===== src/rtl/rffd_pkg.sv =====
// rffd_pkg: constants, result type and MAC byte helper for the rx frame filter/deframer.
// No dependencies; imported by rffd_parse and rx_frame_filter_deframer.
package rffd_pkg;

   localparam int unsigned MAX_FRAME_BYTES_DEF = 65536;
   localparam int unsigned HDR_BYTES           = 24;
   localparam logic [15:0] ETHER_OK            = 16'hCAB2;
   localparam logic [47:0] UNSET_MAC           = 48'h00FC70FFFFFF;
   localparam logic [7:0]  BCAST_BYTE          = 8'hFF;
   localparam int unsigned CSR_IDX_W           = 2;
   localparam logic [CSR_IDX_W-1:0] CSR_HOST_MAC   = 2'd0;
   localparam logic [CSR_IDX_W-1:0] CSR_DEVICE_MAC = 2'd1;

   typedef struct packed {
      logic [7:0]  data_byte;
      logic        data_valid;
      logic        frame_done;
      logic        accepted;
      logic        short_payload;
      logic [15:0] payload_length;
      logic [15:0] packet_number;
      logic [31:0] header_word;
      logic        first_piece;
      logic        last_piece;
      logic        buffer_half_full;
   } rsp_type;

   // byte idx of a MAC in wire order, first byte in bits 47..40
   function automatic logic [7:0] mac_byte(input logic [47:0] mac, input logic [2:0] idx);
      logic [7:0] b;
      case (idx)
         3'd0: b = mac[47:40];
         3'd1: b = mac[39:32];
         3'd2: b = mac[31:24];
         3'd3: b = mac[23:16];
         3'd4: b = mac[15:8];
         3'd5: b = mac[7:0];
         default: b = 8'h00;
      endcase
      return b;
   endfunction

endpackage


===== src/rtl/rffd_parse.sv =====
// rffd_parse: per-frame header parse state, filters and result word build.
// Depends on rffd_pkg. State updates only on reset or when the top level steps a word.
module rffd_parse #(
   parameter int unsigned MaxFrameBytes = rffd_pkg::MAX_FRAME_BYTES_DEF
) (
   input  logic              clock,
   input  logic              reset,
   input  logic              step,
   input  logic [7:0]        rx_byte,
   input  logic              end_of_frame,
   input  logic [47:0]       host_mac,
   input  logic [47:0]       device_mac,
   output logic              has_rsp,
   output rffd_pkg::rsp_type rsp
);
   import rffd_pkg::*;

   localparam int unsigned PosW = $clog2(MaxFrameBytes + 1);

   logic [PosW-1:0] pos_ff, pos_in;
   logic            dst_host_ff, dst_host_in;
   logic            dst_bcast_ff, dst_bcast_in;
   logic            dst_unset_ff, dst_unset_in;
   logic            src_dev_ff, src_dev_in;
   logic [15:0]     etype_ff, etype_in;
   logic [31:0]     hdr_ff, hdr_in;
   logic [15:0]     size_ff, size_in;
   logic [15:0]     pkt_ff, pkt_in;
   logic [2:0]      info_ff, info_in;
   logic [15:0]     sent_ff, sent_in;

   logic            in_range;
   logic            pass_now;
   logic            pass_next;
   logic            full;
   logic            acc;
   logic [2:0]      src_idx;

   assign in_range  = pos_ff < PosW'(MaxFrameBytes);
   assign src_idx   = 3'(pos_ff - PosW'(6));
   assign pass_now  = (etype_ff == ETHER_OK) && (dst_host_ff || dst_bcast_ff || dst_unset_ff)
                      && src_dev_ff;

   always_comb begin
      pos_in       = pos_ff;
      dst_host_in  = dst_host_ff;
      dst_bcast_in = dst_bcast_ff;
      dst_unset_in = dst_unset_ff;
      src_dev_in   = src_dev_ff;
      etype_in     = etype_ff;
      hdr_in       = hdr_ff;
      size_in      = size_ff;
      pkt_in       = pkt_ff;
      info_in      = info_ff;
      sent_in      = sent_ff;
      rsp          = '0;
      if (in_range) begin
         pos_in = pos_ff + PosW'(1);
         if (pos_ff < PosW'(6)) begin
            if (rx_byte != mac_byte(host_mac, pos_ff[2:0]))  dst_host_in  = 1'b0;
            if (rx_byte != BCAST_BYTE)                       dst_bcast_in = 1'b0;
            if (rx_byte != mac_byte(UNSET_MAC, pos_ff[2:0])) dst_unset_in = 1'b0;
         end else if (pos_ff < PosW'(12)) begin
            if (rx_byte != mac_byte(device_mac, src_idx)) src_dev_in = 1'b0;
         end else if (pos_ff < PosW'(14)) begin
            etype_in = {etype_ff[7:0], rx_byte};
         end else if (pos_ff < PosW'(18)) begin
            hdr_in = {hdr_ff[23:0], rx_byte};
         end else if (pos_ff == PosW'(18)) begin
            size_in = {size_ff[15:8], rx_byte};
         end else if (pos_ff == PosW'(19)) begin
            size_in = {rx_byte, size_ff[7:0]};
         end else if (pos_ff == PosW'(20)) begin
            pkt_in = {pkt_ff[15:8], rx_byte};
         end else if (pos_ff == PosW'(21)) begin
            pkt_in = {rx_byte, pkt_ff[7:0]};
         end else if (pos_ff == PosW'(22)) begin
            info_in = rx_byte[2:0];
         end else if (pos_ff >= PosW'(HDR_BYTES)) begin
            if (pass_now && (sent_ff < size_ff)) begin
               rsp.data_valid = 1'b1;
               rsp.data_byte  = rx_byte;
               sent_in        = sent_ff + 16'd1;
            end
         end
      end
      // frame reaches full header once byte 23 has been seen
      full      = pos_ff >= PosW'(HDR_BYTES - 1);
      pass_next = (etype_in == ETHER_OK) && (dst_host_in || dst_bcast_in || dst_unset_in)
                  && src_dev_in;
      acc       = full && pass_next;
      if (end_of_frame) begin
         rsp.frame_done    = 1'b1;
         rsp.accepted      = acc;
         rsp.short_payload = acc && (sent_in < size_in);
         if (full) begin
            rsp.payload_length   = size_in;
            rsp.packet_number    = pkt_in;
            rsp.header_word      = hdr_in;
            rsp.first_piece      = info_in[0];
            rsp.last_piece       = info_in[1];
            rsp.buffer_half_full = info_in[2];
         end
      end
      has_rsp = rsp.data_valid || end_of_frame;
   end

   always_ff @(posedge clock) begin
      if (reset || (step && end_of_frame)) begin
         pos_ff       <= '0;
         dst_host_ff  <= 1'b1;
         dst_bcast_ff <= 1'b1;
         dst_unset_ff <= 1'b1;
         src_dev_ff   <= 1'b1;
         etype_ff     <= '0;
         hdr_ff       <= '0;
         size_ff      <= '0;
         pkt_ff       <= '0;
         info_ff      <= '0;
         sent_ff      <= '0;
      end else if (step) begin
         pos_ff       <= pos_in;
         dst_host_ff  <= dst_host_in;
         dst_bcast_ff <= dst_bcast_in;
         dst_unset_ff <= dst_unset_in;
         src_dev_ff   <= src_dev_in;
         etype_ff     <= etype_in;
         hdr_ff       <= hdr_in;
         size_ff      <= size_in;
         pkt_ff       <= pkt_in;
         info_ff      <= info_in;
         sent_ff      <= sent_in;
      end
   end

   a_sent_bound: assert property (@(posedge clock) disable iff (reset)
      sent_ff <= size_ff || sent_ff == 16'd0)
      else $error("forwarded count exceeds declared size");

   a_pos_cap: assert property (@(posedge clock) disable iff (reset)
      pos_ff <= PosW'(MaxFrameBytes))
      else $error("byte position past capture limit");

   a_data_needs_pass: assert property (@(posedge clock) disable iff (reset)
      step && rsp.data_valid |-> pass_now && pos_ff >= PosW'(HDR_BYTES))
      else $error("payload forwarded from unfiltered frame");

endmodule


===== src/rtl/rx_frame_filter_deframer.sv =====
// rx_frame_filter_deframer: top level; input word register, parse logic, result register.
// Depends on rffd_pkg and rffd_parse.
//
//  channel | ports                      | direction | handshake
//  req     | req_rx_byte, req_end_of_.. | in        | req_valid / req_stall
//  rsp     | rsp_data_byte .. rsp_buf.. | out       | rsp_valid / rsp_stall
//  csr     | csr_index, csr_wdata       | in        | csr_wr_en, no wait
//
// One word per clock while req_stall is low; results pass input then result register.
// A word that gives no result retires without touching the result register.
// Reset (synchronous) empties both registers and clears the frame state and MACs.
// rsp_stall holds the result register; req_stall rises only when the input
// register holds a word with a result and the result register cannot drain.
module rx_frame_filter_deframer #(
   parameter int unsigned MaxFrameBytes = rffd_pkg::MAX_FRAME_BYTES_DEF
) (
   input  logic                               clock,
   input  logic                               reset,
   input  logic                               req_valid,
   output logic                               req_stall,
   input  logic [7:0]                         req_rx_byte,
   input  logic                               req_end_of_frame,
   output logic                               rsp_valid,
   input  logic                               rsp_stall,
   output logic [7:0]                         rsp_data_byte,
   output logic                               rsp_data_valid,
   output logic                               rsp_frame_done,
   output logic                               rsp_accepted,
   output logic                               rsp_short_payload,
   output logic [15:0]                        rsp_payload_length,
   output logic [15:0]                        rsp_packet_number,
   output logic [31:0]                        rsp_header_word,
   output logic                               rsp_first_piece,
   output logic                               rsp_last_piece,
   output logic                               rsp_buffer_half_full,
   input  logic                               csr_wr_en,
   input  logic [rffd_pkg::CSR_IDX_W-1:0]     csr_index,
   input  logic [47:0]                        csr_wdata
);
   import rffd_pkg::*;

   logic        in_vld_ff;
   logic [7:0]  in_byte_ff;
   logic        in_eof_ff;
   logic        out_vld_ff;
   rsp_type     out_ff;
   logic [47:0] host_mac_ff;
   logic [47:0] dev_mac_ff;

   logic        has_rsp;
   rsp_type     rsp_w;
   logic        out_free;
   logic        step;

   assign out_free  = !out_vld_ff || !rsp_stall;
   assign step      = in_vld_ff && (!has_rsp || out_free);
   assign req_stall = in_vld_ff && !step;

   rffd_parse #(.MaxFrameBytes(MaxFrameBytes)) u_parse (
      .clock        (clock),
      .reset        (reset),
      .step         (step),
      .rx_byte      (in_byte_ff),
      .end_of_frame (in_eof_ff),
      .host_mac     (host_mac_ff),
      .device_mac   (dev_mac_ff),
      .has_rsp      (has_rsp),
      .rsp          (rsp_w)
   );

   always_ff @(posedge clock) begin
      if (reset) begin
         host_mac_ff <= '0;
         dev_mac_ff  <= '0;
      end else if (csr_wr_en) begin
         if (csr_index == CSR_HOST_MAC)   host_mac_ff <= csr_wdata;
         if (csr_index == CSR_DEVICE_MAC) dev_mac_ff  <= csr_wdata;
      end
   end

   always_ff @(posedge clock) begin
      if (reset) begin
         in_vld_ff <= 1'b0;
      end else if (!req_stall) begin
         in_vld_ff <= req_valid;
      end
   end

   always_ff @(posedge clock) begin
      if (req_valid && !req_stall) begin
         in_byte_ff <= req_rx_byte;
         in_eof_ff  <= req_end_of_frame;
      end
   end

   always_ff @(posedge clock) begin
      if (reset) begin
         out_vld_ff <= 1'b0;
      end else if (out_free) begin
         out_vld_ff <= step && has_rsp;
      end
   end

   always_ff @(posedge clock) begin
      if (out_free && step && has_rsp) begin
         out_ff <= rsp_w;
      end
   end

   assign rsp_valid            = out_vld_ff;
   assign rsp_data_byte        = out_ff.data_byte;
   assign rsp_data_valid       = out_ff.data_valid;
   assign rsp_frame_done       = out_ff.frame_done;
   assign rsp_accepted         = out_ff.accepted;
   assign rsp_short_payload    = out_ff.short_payload;
   assign rsp_payload_length   = out_ff.payload_length;
   assign rsp_packet_number    = out_ff.packet_number;
   assign rsp_header_word      = out_ff.header_word;
   assign rsp_first_piece      = out_ff.first_piece;
   assign rsp_last_piece       = out_ff.last_piece;
   assign rsp_buffer_half_full = out_ff.buffer_half_full;

   a_rsp_nonempty: assert property (@(posedge clock) disable iff (reset)
      out_vld_ff |-> out_ff.data_valid || out_ff.frame_done)
      else $error("empty result word");

   a_status_at_end: assert property (@(posedge clock) disable iff (reset)
      out_vld_ff && (out_ff.accepted || out_ff.short_payload) |-> out_ff.frame_done)
      else $error("status without frame end");

   a_short_needs_acc: assert property (@(posedge clock) disable iff (reset)
      out_vld_ff && out_ff.short_payload |-> out_ff.accepted)
      else $error("short flag on rejected frame");

   a_no_drop: assert property (@(posedge clock) disable iff (reset)
      out_vld_ff && rsp_stall |=> out_vld_ff && $stable(out_ff))
      else $error("held result changed");

endmodule

===== config.mk =====
export PLATFORM = sky130hd
export DESIGN_NAME = rx_frame_filter_deframer
export DESIGN_NICKNAME = d
export VERILOG_FILES = /design/src/rtl/rffd_pkg.sv /design/src/rtl/rffd_parse.sv /design/src/rtl/rx_frame_filter_deframer.sv
export SDC_FILE = /design/constraint.sdc
export NUM_CORES = 1
export LEC_CHECK = 0
export CAP_MARGIN = 40
export CORE_ASPECT_RATIO = 0.6
export CORE_UTILIZATION = 55
export CTS_CLUSTER_DIAMETER = 40
export DETAILED_ROUTE_END_ITERATION = 16
export DONT_BUFFER_PORTS = 1
export PLACE_DENSITY = 0.77
export SLEW_MARGIN = 20
export SYNTH_ARGS = -nofsm -noshare
export SYNTH_HDL_FRONTEND = slang
export SYNTH_SLANG_ARGS = --single-unit
export TNS_END_PERCENT = 100

===== constraint.sdc =====
create_clock -name clock -period 9.35 [get_ports clock]
set_input_delay 2.3375 -clock clock [delete_from_list [all_inputs] [get_ports clock]]
set_output_delay 2.3375 -clock clock [all_outputs]
set_load 0.03 [all_outputs]

# Word level (Yosys, flattened, before mapping)
# Cells that the tools add are included.
# op_classes
addsub,3
magnitude_cmp,9
n_eq_ne,22
n_mux,84
bitwise,3
n_reduce_logical,36
# ops
cell,count
16-bit 2-to-1 mux,32
32-bit 2-to-1 mux,5
8-bit case mux with 6 select lines,2
"17-bit by 5-bit equality test with 1-bit output, second input constant",5
70-bit 2-to-1 mux,1
67-bit 2-to-1 mux,1
8-bit 2-to-1 mux,7
"17-bit by 5-bit >= comparator with 1-bit output, second input constant",2
"17-bit by 4-bit < comparator with 1-bit output, second input constant",2
"16-bit equality test, second input constant",2
16-bit < comparator,2
3-bit 2-to-1 mux,10
1-bit 2-to-1 mux,25
8-bit inequality test,3
8-bit case mux with 3 select lines,1
"17-bit by 1-bit adder with 17-bit output, second input constant",1
"17-bit < comparator, second input constant",1
"17-bit by 3-bit < comparator with 1-bit output, second input constant",1
"17-bit by 5-bit < comparator with 1-bit output, second input constant",1
"16-bit by 1-bit adder with 16-bit output, second input constant",1
1-bit logical AND,14
"3-bit by 2-bit equality test with 1-bit output, second input constant",4
"3-bit equality test, second input constant",4
12-bit OR reduction,1
11 further kinds,29
# totals
register_bits,306
input_bits,64
out_inout_bits,81
elab_cells,185

# Longest topological paths before layout
# depth
ltp_word,25
ltp_mapped,19

# Modules after synthesis
# Synthesis repeated with hierarchy kept, for this count alone.
# unflattened
cells_unflattened,1538
hier_area_um2,14498.9
# modules_own_cells
mod,n_inst,cells_per_inst,area_per_inst_um2
rffd_parse,1,1071,7817.5
rx_frame_filter_deframer,1,467,6681.4

# Worst setup path after synthesis
# No wires, ideal clock.
# synth_path
kind,input -> register
startpoint,input rsp_stall
endpoint,"register out_ff, in the netlist rsp_accepted, enable pin"
setup_time_ns,0.517
t_arrival_ns,5.799
required_ns,8.833
slack_ns,3.034
stages,3
path_buffers,0
cell_sequence,nand2_1 -> nand2_1 -> nor2_1
# synth_via
elab_chain_cells,6
# synth_rtl
element,line,text
"start, declared",rx_frame_filter_deframer.sv:24,"input logic rsp_stall,"
1-bit zero test (*),rx_frame_filter_deframer.sv:55,assign out_free = !out_vld_ff || !rsp_stall;
1-bit logical OR (*),rx_frame_filter_deframer.sv:55,
1-bit logical OR,rx_frame_filter_deframer.sv:56,assign step = in_vld_ff && (!has_rsp || out_free);
1-bit logical AND,rx_frame_filter_deframer.sv:56,
1-bit logical AND (*) (2 in series),rx_frame_filter_deframer.sv:105,if (out_free && step && has_rsp) begin
"end signal, assigned",rx_frame_filter_deframer.sv:106,out_ff <= rsp_w;
"end, declared",rx_frame_filter_deframer.sv:46,rsp_type out_ff;
# Every way passes the cells marked *; elsewhere a longest branch is shown, timed or not.
# A chain may end at the register's enable or synchronous reset.

# Worst setup path after layout
# layout_path
startpoint,register u_parse.sent_ff[13]
endpoint,output req_stall
# layout_via
elab_chain_cells,20
# layout_rtl
element,line,text
"start, declared",rffd_parse.sv:30,"logic [15:0] sent_ff, sent_in;"
"start signal, assigned",rffd_parse.sv:132,sent_ff <= sent_in;
16-bit < comparator,rffd_parse.sv:80,if (pass_now && (sent_ff < size_ff)) begin
1-bit logical AND,rffd_parse.sv:80,
1-bit 2-to-1 mux,rffd_parse.sv:80,
1-bit 2-to-1 mux,rffd_parse.sv:79,end else if (pos_ff >= PosW'(HDR_BYTES)) begin
1-bit 2-to-1 mux,rffd_parse.sv:77,end else if (pos_ff == PosW'(22)) begin
1-bit 2-to-1 mux,rffd_parse.sv:75,end else if (pos_ff == PosW'(21)) begin
1-bit 2-to-1 mux,rffd_parse.sv:73,end else if (pos_ff == PosW'(20)) begin
1-bit 2-to-1 mux,rffd_parse.sv:71,end else if (pos_ff == PosW'(19)) begin
[... 4 more ...],-,
1-bit 2-to-1 mux,rffd_parse.sv:59,if (pos_ff < PosW'(6)) begin
1-bit 2-to-1 mux,rffd_parse.sv:57,if (in_range) begin
1-bit logical OR,rffd_parse.sv:105,has_rsp = rsp.data_valid || end_of_frame;
1-bit zero test,rx_frame_filter_deframer.sv:56,
1-bit logical OR,rx_frame_filter_deframer.sv:56,
1-bit logical AND,rx_frame_filter_deframer.sv:56,
1-bit zero test,rx_frame_filter_deframer.sv:57,assign req_stall = in_vld_ff && !step;
1-bit logical AND,rx_frame_filter_deframer.sv:57,
"end, declared",rx_frame_filter_deframer.sv:20,"output logic req_stall,"
# No other way between the ends.

==> report_table.html <==
<table>
<tr><th>Metric</th><th>Value</th></tr>
<tr><th colspan="2">Status</th></tr>
<tr><td>Outcome</td><td>finished clean</td></tr>
<tr><th colspan="2">Logic synthesis</th></tr>
<tr><td>Mean post-synth cell area</td><td>8.58 um2</td></tr>
<tr><td>Sequential share of the synthesized area</td><td>0.484</td></tr>
<tr><td>Synth Instances</td><td>1687</td></tr>
<tr><td>Most area-consuming cells after synthesis</td><td>sky130_fd_sc_hd__dfxtp_1, sky130_fd_sc_hd__edfxtp_1, sky130_fd_sc_hd__nand2_1</td></tr>
<tr><td>Async S/R FF share, synth</td><td>0</td></tr>
<tr><td>Total of flip-flops plus latches after synthesis</td><td>306</td></tr>
<tr><td>Most frequent cells after synthesis</td><td>sky130_fd_sc_hd__nand2_1, sky130_fd_sc_hd__a21oi_1, sky130_fd_sc_hd__dfxtp_1</td></tr>
<tr><td>Adder-Cell Fraction of Synth Area</td><td>0.0346</td></tr>
<tr><td>Simple-Gate Fraction of Synth Area</td><td>0.209</td></tr>
<tr><td>EDFF count, synth</td><td>88</td></tr>
<tr><td>Leading area contributor after synthesis</td><td>sky130_fd_sc_hd__dfxtp_1</td></tr>
<tr><td>Dominant register cell in the synthesized netlist</td><td>sky130_fd_sc_hd__dfxtp_1</td></tr>
<tr><td>Share of the synthesized area in compound gates (AO/OA/AOI/OAI)</td><td>0.191</td></tr>
<tr><td>Count of distinct cell types in the synthesized netlist</td><td>80</td></tr>
<tr><td>Post-synth top area share</td><td>0.301</td></tr>
<tr><td>Top-count cell post-synth</td><td>sky130_fd_sc_hd__nand2_1</td></tr>
<tr><td>Yosys warning total</td><td>0</td></tr>
<tr><td>Main combinational cell family by area after synthesis</td><td>simple AND/OR/NAND/NOR gates</td></tr>
<tr><td>Synthesized net count</td><td>1791</td></tr>
<tr><td>Mapped Area</td><td>14500 um2</td></tr>
<tr><td>Multiplexer area fraction after synthesis</td><td>0.0227</td></tr>
<tr><td>Xor/xnor share of the synthesized area</td><td>0.0133</td></tr>
<tr><th colspan="2">GRT</th></tr>
<tr><td>Wire length of the first global-routing pass</td><td>64.0 mm</td></tr>
<tr><td>Antenna violations before repair</td><td>2</td></tr>
<tr><td>Maximum number of pins on one net before global-route repair</td><td>101</td></tr>
<tr><td>Via count of the first global-routing pass</td><td>11300</td></tr>
<tr><td>Aggregate global-route resource usage</td><td>0.304</td></tr>
<tr><td>Remaining Overflow, GRT</td><td>0</td></tr>
<tr><th colspan="2">Setup path</th></tr>
<tr><td>Ordered list of cells on the worst path</td><td>ha_1, a21oi_1, nor2b_1, o21ai_0, o311ai_0, nor4b_2, buf_4, o2111ai_1, inv_1</td></tr>
<tr><td>Worst setup path startpoint</td><td>u_parse.sent_ff[13]$_SDFFE_PP0P_</td></tr>
<tr><td>Critical Path AT</td><td>3.25 ns</td></tr>
<tr><td>Worst flop-to-flop path startpoint</td><td>u_parse.pos_ff[12]$_SDFFE_PP0P_</td></tr>
<tr><td>Worst-path fanout max</td><td>13</td></tr>
<tr><td>Critical Path Max Stage Delay</td><td>0.45 ns</td></tr>
<tr><td>Worst setup EP type</td><td>primary output</td></tr>
<tr><td>Endpoint required time on the critical path</td><td>7.01 ns</td></tr>
<tr><td>Count of buffering cells on the critical path with inverters included</td><td>2</td></tr>
<tr><td>Category of the worst setup path launch point</td><td>register</td></tr>
<tr><td>Category of the most critical setup path</td><td>register to primary output</td></tr>
<tr><td>Minimum setup slack among reg-to-reg paths</td><td>4.72 ns</td></tr>
<tr><td>Slowest-stage cell, CP</td><td>sky130_fd_sc_hd__dfxtp_1</td></tr>
<tr><td>Family with the most delay on the worst path</td><td>compound AO/OA/AOI/OAI gates</td></tr>
<tr><th colspan="2">Pwr</th></tr>
<tr><td>Part of the total power dissipated in combinational logic</td><td>0.065</td></tr>
<tr><td>Maximum resistive drop on vdd</td><td>120 uV</td></tr>
<tr><td>Standby leakage power</td><td>5.36 nW</td></tr>
<tr><td>Internal cell power</td><td>2.32 mW</td></tr>
<tr><td>Power dissipated by switching net loads</td><td>0.753 mW</td></tr>
<tr><td>Sw Ratio</td><td>0.245</td></tr>
<tr><td>Areal power density over the cells</td><td>192 nW/um2</td></tr>
<tr><td>Clock network power share</td><td>0.469</td></tr>
<tr><td>Proportion of power drawn by flip-flops and latches</td><td>0.466</td></tr>
<tr><th colspan="2">Floorplanning</th></tr>
<tr><td>Floorplan die area</td><td>27000 um2</td></tr>
<tr><td>Die X-Extent</td><td>211 um</td></tr>
<tr><td>Starting density of the core</td><td>0.567</td></tr>
<tr><td>Count of standard-cell rows</td><td>45</td></tr>
<tr><td>Core area</td><td>25600 um2</td></tr>
<tr><td>IO Pins</td><td>145</td></tr>
<tr><td>Y dimension of the die</td><td>128 um</td></tr>
<tr><th colspan="2">Cells and area</th></tr>
<tr><td>Non-Filler Cell Area, Final</td><td>16000 um2</td></tr>
<tr><td>Share of post-route cells with drive strength above 1</td><td>0.0772</td></tr>
<tr><td>Signed area change from the synthesized netlist to the final layout</td><td>10.5%</td></tr>
<tr><td>Final layout net count</td><td>1725</td></tr>
<tr><td>Cell Count, Final, Fillers Out</td><td>1999</td></tr>
<tr><th colspan="2">STA</th></tr>
<tr><td>Setup repair after global routing missed its margin</td><td>false</td></tr>
<tr><td>Count of endpoints failing setup in the final report</td><td>0</td></tr>
<tr><td>Fin. max-slew vios</td><td>0</td></tr>
<tr><td>Total negative slack for setup checks</td><td>0 ns</td></tr>
<tr><td>Min cycle time layout</td><td>5.59 ns</td></tr>
<tr><td>Worst Max-Slew Pin Slew</td><td>0.899 ns</td></tr>
<tr><td>Final count of hold timing violations</td><td>0</td></tr>
<tr><td>Post-route worst setup slack</td><td>3.76 ns</td></tr>
<tr><td>Final clock period utilization by the worst path</td><td>0.598</td></tr>
<tr><td>Setup clock skew after layout</td><td>0.0161 ns</td></tr>
<tr><td>Worst max-slew margin expressed relative to the limit</td><td>0.401</td></tr>
<tr><td>Fmax</td><td>179 MHz</td></tr>
<tr><th colspan="2">Route</th></tr>
<tr><td>Average routed wire per standard cell</td><td>20.6 um</td></tr>
<tr><td>Final antenna-violating net count</td><td>0</td></tr>
<tr><td>DRT Wirelength</td><td>41.1 mm</td></tr>
<tr><td>Remaining design rule violation count</td><td>0</td></tr>
<tr><td>Detailed-route via count</td><td>12500</td></tr>
<tr><td>Drt initial violations</td><td>1593</td></tr>
<tr><td>Router iterations before antenna repair</td><td>5</td></tr>
<tr><td>Routed vias/inst</td><td>6.27</td></tr>
<tr><th colspan="2">Worst hold path</th></tr>
<tr><td>Worst min-delay path category</td><td>register to register</td></tr>
<tr><td>Startpoint of the most critical hold path</td><td>host_mac_ff[13]$_SDFFE_PP0P_</td></tr>
<tr><th colspan="2">Placed design</th></tr>
<tr><td>Final weighted congestion in routability-driven placement</td><td>0.961</td></tr>
<tr><td>Count of input and output buffers</td><td>0</td></tr>
<tr><td>Number of instances in the placed design</td><td>1936</td></tr>
<tr><td>Post-place instance area</td><td>14800 um2</td></tr>
<tr><td>Worst setup slack after placement</td><td>4.28 ns</td></tr>
<tr><td>Post-DP HPWL</td><td>27.2 mm</td></tr>
<tr><th colspan="2">Clock network</th></tr>
<tr><td>Number of sinks driven by the clock tree</td><td>306</td></tr>
<tr><td>Buffer depth of the longest clock path</td><td>3</td></tr>
<tr><td>Count of buffers added by post-CTS timing repair for setup</td><td>0</td></tr>
<tr><td>Buffer type at the clock tree root</td><td>sky130_fd_sc_hd__clkbuf_16</td></tr>
<tr><td>Skew-Pair Late Insertion Delay</td><td>0.52 ns</td></tr>
<tr><td>Level count of the clock H-tree</td><td>2</td></tr>
<tr><td>CTS tree</td><td>built</td></tr>
<tr><td>Number of buffers inserted for hold repair after clock tree synthesis</td><td>0</td></tr>
<tr><td>Post-CTS sizing</td><td>0</td></tr>
<tr><td>Clock edge transition at the registers on the reported setup and hold paths</td><td>0.06 ns</td></tr>
<tr><td>Num CTS Buffers</td><td>35</td></tr>
<tr><th colspan="2">Flow run</th></tr>
<tr><td>Count of max-cap constraint violations</td><td>0</td></tr>
</table>
## area by class of cell
class | count | area, um2
inverter | 33 | 124
fill | 2148 | 9570
clock inverter | 13 | 156
multi-input combinational | 1213 | 6880
clock buffer | 48 | 1070
tap | 352 | 440
timing repair buffer | 32 | 314
sequential | 306 | 7010
antenna | 2 | 5.00
## layer usage
metal | global-route usage | vias up | part of all wire
met4 | 0.0682 | 0 | 0.017
met2 | 0.408 | 619 | 0.40
li1 | - | 5879 | -
met5 | 0 | - | 0
met1 | 0.472 | 5994 | 0.47
met3 | 0.0872 | 51 | 0.12
## flip-flops by register name, summed over array words and instances (netlist names), 17 cells and up
register / flops
rsp_header_word: 32
u_parse.pos_ff: 17
u_parse.hdr_ff: 32
dev_mac_ff: 48
host_mac_ff: 48
## placed cells by master, fill, tap and decap left out, drive strengths merged, types with 40 or more instances in the layout
| master | synthesis | final |
|---|---|---|
| edfxtp | 88 | 88 |
| clkbuf | 117 | 48 |
| nor2 | 77 | 77 |
| nand2 | 343 | 343 |
| dfxtp | 218 | 218 |
| ha | 40 | 40 |
| nand3 | 99 | 99 |
| inv | 33 | 40 |
| a21oi | 246 | 246 |
| o21ai | 93 | 93 |
## worst register-to-register path: stages (launching register included)
cell                       delay, ns
sky130_fd_sc_hd__dfxtp_1        0.35
sky130_fd_sc_hd__nor3_1         0.44
sky130_fd_sc_hd__nand4b_1       0.59
sky130_fd_sc_hd__or4_1          0.91
sky130_fd_sc_hd__mux2i_1        0.38
sky130_fd_sc_hd__ha_1           0.30
sky130_fd_sc_hd__a21o_1         0.16
sky130_fd_sc_hd__a21oi_1        0.20
sky130_fd_sc_hd__o21ai_0        0.21
sky130_fd_sc_hd__or2_2          0.33
sky130_fd_sc_hd__a311o_1        0.31
sky130_fd_sc_hd__o211ai_1       0.11
sky130_fd_sc_hd__and4bb_1       0.22
## power groups by stage
| stage | clock [mW] | combinational, mW | sequential [mW] |
|---|---|---|---|
| global placement | 0 | 0.182 | 1.46 |
| finish | 1.44 | 0.199 | 1.43 |
| CTS | 1.45 | 0.193 | 1.43 |
| detailed placement | 0 | 0.192 | 1.46 |
| global route | 1.51 | 0.216 | 1.43 |
| floorplan | 0 | 0.138 | 1.46 |
## kinds of logic (layout without fill, tap and decap cells)
group                    count (synthesis)  in the layout
AO/OA/AOI/OAI                          467            467
flip-flops                             306            306
AND/OR/NAND/NOR                        652            652
multiplexers                            32             32
adder cells (fa/ha/maj)                 40             40
buffers and inverters                  168            126
XOR/XNOR                                22             22
other                                    0              2
## path summary, 6_finish.rpt
| kind | to | cells past startpoint |
|---|---|---|
| setup / recovery | req_stall | 9 |
| hold / removal | host_mac_ff[13]$_SDFFE_PP0P_ | 2 |
| setup reg to reg | rsp_short_payload$_SDFFCE_PN0P_ | 12 |
| hold reg to reg | host_mac_ff[13]$_SDFFE_PP0P_ | 2 |
## per-stage QoR
stage	util	hold slack, ns	power (mW)
2_1_floorplan	-	0.432	1.59
3_3_place_gp	0.573	0.437	1.64
3_5_place_dp	0.578	0.442	1.65
4_1_cts	0.626	0.450	3.07
5_1_grt	0.626	0.472	3.16
6_report	0.626	0.451	3.07
(Power assumes the default switching activity.)
